## config.mk

```make
export PLATFORM = sky130hd
export DESIGN_NAME = mwf_ctrl
export DESIGN_NICKNAME = d
export VERILOG_FILES = /design/src/rtl/mwf_pkg.sv /design/src/rtl/mwf_ctrl.sv
export SDC_FILE = /design/constraint.sdc
export NUM_CORES = 1
export LEC_CHECK = 0
export ABC_AREA = 1
export BUFFER_PORTS_ARGS = -buffer_cell sky130_fd_sc_hd__buf_2
export CORE_AREA = 2 2 39 41
export CTS_CLUSTER_SIZE = 20
export DETAILED_ROUTE_END_ITERATION = 7
export DIE_AREA = 0 0 41 43
export GPL_TIMING_DRIVEN = 0
export PLACE_DENSITY = 0.38
export SYNTH_ARGS = -nofsm -noshare
export SYNTH_HDL_FRONTEND = slang
export SYNTH_SLANG_ARGS = --single-unit
export TNS_END_PERCENT = 1
```

## constraint.sdc

```tcl
create_clock -name i_clk -period 1.6 [get_ports i_clk]
set_input_delay 0.08 -clock i_clk [delete_from_list [all_inputs] [get_ports i_clk]]
set_output_delay 0.08 -clock i_clk [all_outputs]
set_load 0.01 [all_outputs]
```

## src/rtl/mwf_pkg.sv

```systemverilog
`timescale 1ns / 1ps
// ----------------------------------------------------------------------------
// mwf_pkg
// Shared types and constants of the median window filter: controller states,
// command and status groups, register indexes and fixed field widths.
// ----------------------------------------------------------------------------
package mwf_pkg;

    // fixed field widths
    localparam int PIX_W      = 8;
    localparam int ROW_W      = 12;
    localparam int HGT_W      = 13;
    localparam int OCOL_W     = 11;
    localparam int HALF_W     = 3;
    localparam int CFG_IDX_W  = 2;
    localparam int CFG_DATA_W = 13;
    localparam int CFG_W_W    = 12;
    localparam int MAX_ROWS   = 4096;

    // register indexes
    localparam logic [CFG_IDX_W-1:0] CFG_HALF   = 2'd0;
    localparam logic [CFG_IDX_W-1:0] CFG_WIDTH  = 2'd1;
    localparam logic [CFG_IDX_W-1:0] CFG_HEIGHT = 2'd2;

    // register reset values
    localparam logic [HALF_W-1:0]  RST_HALF   = 3'd1;
    localparam logic [CFG_W_W-1:0] RST_WIDTH  = 12'd640;
    localparam logic [HGT_W-1:0]   RST_HEIGHT = 13'd480;

    // controller states
    typedef enum logic [2:0] {
        S_IDLE,
        S_SETUP,
        S_SCAN,
        S_DRAIN,
        S_DECIDE,
        S_OUT
    } t_state;

    // controller to datapath
    typedef struct packed {
        logic accept;
        logic setup;
        logic scan;
        logic decide;
        logic next;
    } t_cmd;

    // datapath to controller
    typedef struct packed {
        logic acc_have;
        logic scan_last;
        logic sel_done;
        logic res_last;
    } t_status;

endpackage

```

## src/rtl/mwf_ctrl.sv

```systemverilog
`timescale 1ns / 1ps
// ----------------------------------------------------------------------------
// mwf_ctrl
// Sequencer of the median filter: accepts a pixel, then for every finished
// window runs two radix selections over the line store and hands out a result.
// ----------------------------------------------------------------------------
module mwf_ctrl (
    input  logic             i_clk,
    input  logic             i_rst_n,
    input  logic             i_in_valid,
    output logic             o_in_stall,
    output logic             o_out_valid,
    input  logic             i_out_stall,
    input  mwf_pkg::t_status i_st,
    output mwf_pkg::t_cmd    o_cmd
);

    mwf_pkg::t_state r_state;
    mwf_pkg::t_state n_state;

    // state register
    always_ff @(posedge i_clk) begin
        if (!i_rst_n) begin
            r_state <= mwf_pkg::S_IDLE;
        end else begin
            r_state <= n_state;
        end
    end

    // next state and commands
    always_comb begin
        n_state      = r_state;
        o_cmd        = '0;
        o_in_stall   = 1'b1;
        o_out_valid  = 1'b0;
        case (r_state)
            mwf_pkg::S_IDLE: begin
                o_in_stall = 1'b0;
                if (i_in_valid) begin
                    o_cmd.accept = 1'b1;
                    if (i_st.acc_have) begin
                        n_state = mwf_pkg::S_SETUP;
                    end
                end
            end
            mwf_pkg::S_SETUP: begin
                o_cmd.setup = 1'b1;
                n_state     = mwf_pkg::S_SCAN;
            end
            mwf_pkg::S_SCAN: begin
                o_cmd.scan = 1'b1;
                if (i_st.scan_last) begin
                    n_state = mwf_pkg::S_DRAIN;
                end
            end
            mwf_pkg::S_DRAIN: begin
                n_state = mwf_pkg::S_DECIDE;
            end
            mwf_pkg::S_DECIDE: begin
                o_cmd.decide = 1'b1;
                n_state      = i_st.sel_done ? mwf_pkg::S_OUT : mwf_pkg::S_SCAN;
            end
            mwf_pkg::S_OUT: begin
                o_out_valid = 1'b1;
                if (!i_out_stall) begin
                    if (i_st.res_last) begin
                        n_state = mwf_pkg::S_IDLE;
                    end else begin
                        o_cmd.next = 1'b1;
                        n_state    = mwf_pkg::S_SETUP;
                    end
                end
            end
            default: begin
                n_state = mwf_pkg::S_IDLE;
            end
        endcase
    end

endmodule

```

==> impl_metrics.py <==
metrics = {
    "cells_and_area": {
        "area_delta_synth_final_pct": 48.2,
        "final_nets": 68,
        "fin_util_pct": 25.9,
        "top_register": "r_state",
        "largest_register_ffs": 3,
        "antenna_cells": 0,
        "drive_gt1_share_pct": 42.4,
        "reg_top3": "r_state x3",
    },
    "pwr": {
        "switching_share_pct": 37.7,
        "power.internal_w": 0.000248,
        "seqPwrFrac_pct": 28.9,
        "clockPowerShare_pct": 33.0,
        "p_per_area_nw_per_um2": 1110,
        "comb_power_share_pct": 38.1,
        "p_leak_nw": 0.240,
        "ir_drop_v": 0.000321,
        "p_switching_w": 0.000150,
    },
    "grt": {
        "overflow": 0,
        "grt_pass1_wl_um": 869,
        "grt_start_max_net_pins": 8,
        "grt_pass1_vias": 246,
        "track_usage_pct": 7.82,
        "antenna_found_initial": 0,
    },
    "logic_synthesis": {
        "synthesis.area_um2": 241,
        "synth_commonest_cells": "inv_1 (11), nand3_1 (7), nand2_1 (6)",
        "synth_top_family_by_area": "simple AND/OR/NAND/NOR gates",
        "ys.flop_type": "dfxtp_1",
        "async_flop_share_pct": 0,
        "avgSynthCellArea_um2": 5.89,
        "synth_edf_count": 0,
        "synthTopCellsByArea": "dfxtp_1 (25%), inv_1 (17%), nand3_1 (15%)",
        "synth_cell_types": 13,
        "synth_compound_area_share_pct": 8.29,
        "syn_nets": 49,
        "synth_seq_cells": 3,
        "synth_xor_area_share_pct": 0,
        "ys_seq_area_share_pct": 24.9,
        "synthMuxAreaShare_pct": 0,
        "synthAdderAreaFrac_pct": 0,
        "synth_top_area_share_pct": 24.9,
        "yosys.area_share.simple_pct": 45.1,
        "synth.largest_area_cell": "dfxtp_1",
        "yosysMostFrequentCell": "inv_1",
        "synthCells": 41,
        "ys_warn_count": 0,
    },
    "clocking": {
        "holdBufCountCts": 0,
        "cts_resized": 0,
        "numCtsBuffers": 3,
        "clock_sinks": 3,
        "path_clk_slew_ps": 40,
        "cts_tree": "done",
        "cts.path.max_buffers": 2,
        "cts_root_buf": "clkbuf_4",
        "clk_latency_ps": 230,
        "postCtsSetupRepairBufs": 0,
        "htree_levels": 1,
    },
    "sta": {
        "slew_viol_final": 0,
        "timing_hold_violations_final": 0,
        "slew_headroom_pct": 79.9,
        "finalCriticalPeriod_ps": 1190,
        "setup_violations": 0,
        "rsz0062_at_grt": "false",
        "fin_tns_setup_ps": 0,
        "fin_crit_sh_pct": 74.5,
        "fmaxAchievable_mhz": 838,
        "tightest_slew_ps": 301,
        "finalClockSkew_ps": 3.10,
    },
    "drt": {
        "num_vias": 289,
        "totalWireLength_um": 589,
        "drc": 0,
        "initialDrtViolationCount": 1,
        "dr.pass1.iters": 2,
        "antenna_left": 0,
        "viasPerCell": 3.85,
        "post_drt_wl_per_cell_um": 7.85,
    },
    "setup_path": {
        "critPathCaptureType": "primary output",
        "required_ps": 1520,
        "cp.arrival_ps": 1110,
        "crit_fanout": 7,
        "worstSetupStartpointType": "flip-flop",
        "path_class": "flip-flop to primary output",
    },
    "placed_design": {
        "gp_congestion": 0.650,
        "io_buffer_count": 14,
        "dp_hpwl_um": 496,
    },
    "flow_run": {
        "cap_violations": 0,
    },
    "die": {
        "ios": 15,
        "rows": 14,
        "die_y_um": 43,
        "core-area_um2": 1380,
        "die_x_um": 41,
        "start_util_pct": 17.5,
        "die_area_um2": 1760,
    },
    "run_status": {
        "status": "finished, final reports clean",
    },
    "hold_path": {
        "worstHoldPathType": "primary input to flip-flop",
    },
}
## worst max-delay path: stages, from the launching register on
cell and delay, ps:
dfxtp_1 480, nand4_1 170, nor2_1 100, buf_2 130
## layout make-up
type	count	area (µm²)
fillers	171	1030
multi-input cells	24	129
repair buffers	14	70.1
flip-flops and latches	3	60.1
inverters	14	52.6
clock buffers	4	26.3
well taps	16	20.0
## power by group through the flow
stage,Combinational [W],Clock [W],Sequential [W]
2_1_floorplan,0.000106,0,0.000111
3_3_place_gp,0.000156,0,0.000116
3_5_place_dp,0.000155,0,0.000116
4_1_cts,0.000156,0.000141,0.000115
5_1_grt,0.000175,0.000148,0.000117
6_report,0.000151,0.000131,0.000115
## routing by layer
layer | routed length (µm) | global-route usage (%) | up-vias
met5 | 0 | 0 | -
met4 | 0 | 10.0 | 0
met3 | 57 | 1.57 | 0
met2 | 282 | 10.9 | 10
met1 | 249 | 8.01 | 117
li1 | - | - | 162
## stage by stage
step	power [W]	instances	cell area, µm²	hold WS (ps)	worst slack (ps)
5_1_grt	0.000439	75	358	85.8	271
3_3_place_gp	0.000272	71	332	298	541
2_1_floorplan	0.000217	41	241	184	640
4_1_cts	0.000411	75	358	55.8	382
3_5_place_dp	0.000271	71	332	299	546
6_report	0.000397	75	358	60.4	407
## worst paths after layout
check	from	endpoint	slack (ps)	depth (start not counted)
setup / recovery	r_state[0]	o_cmd[0]	410	3
setup reg to reg	r_state[0]	r_state[0]	560	6
hold reg to reg	r_state[1]	r_state[1]	610	2
hold / removal	i_rst_n	r_state[2]	60	3
## layout by cell type (no fill, tap or decap)
master | synthesis | routed
o21ai_1 | 1 | 1
nor2_1 | 3 | 3
dfxtp_1 | 3 | 3
nor3_2 | 1 | 1
clkbuf_4 | 0 | 3
nand2_1 | 6 | 6
nor2_2 | 2 | 2
nor2_4 | 1 | 1
buf_2 | 0 | 14
a21oi_2 | 1 | 1
clkbuf_1 | 0 | 1
nand4_1 | 1 | 1
inv_2 | 3 | 3
a31oi_1 | 1 | 1
inv_1 | 11 | 11
nand3_1 | 7 | 7
## cells by family after synthesis
group	Yosys count
AND/OR/NAND/NOR	21
AO/OA/AOI/OAI	3
flip-flops	3
buffers and inverters	14
Power figures use the tool's default switching activity.
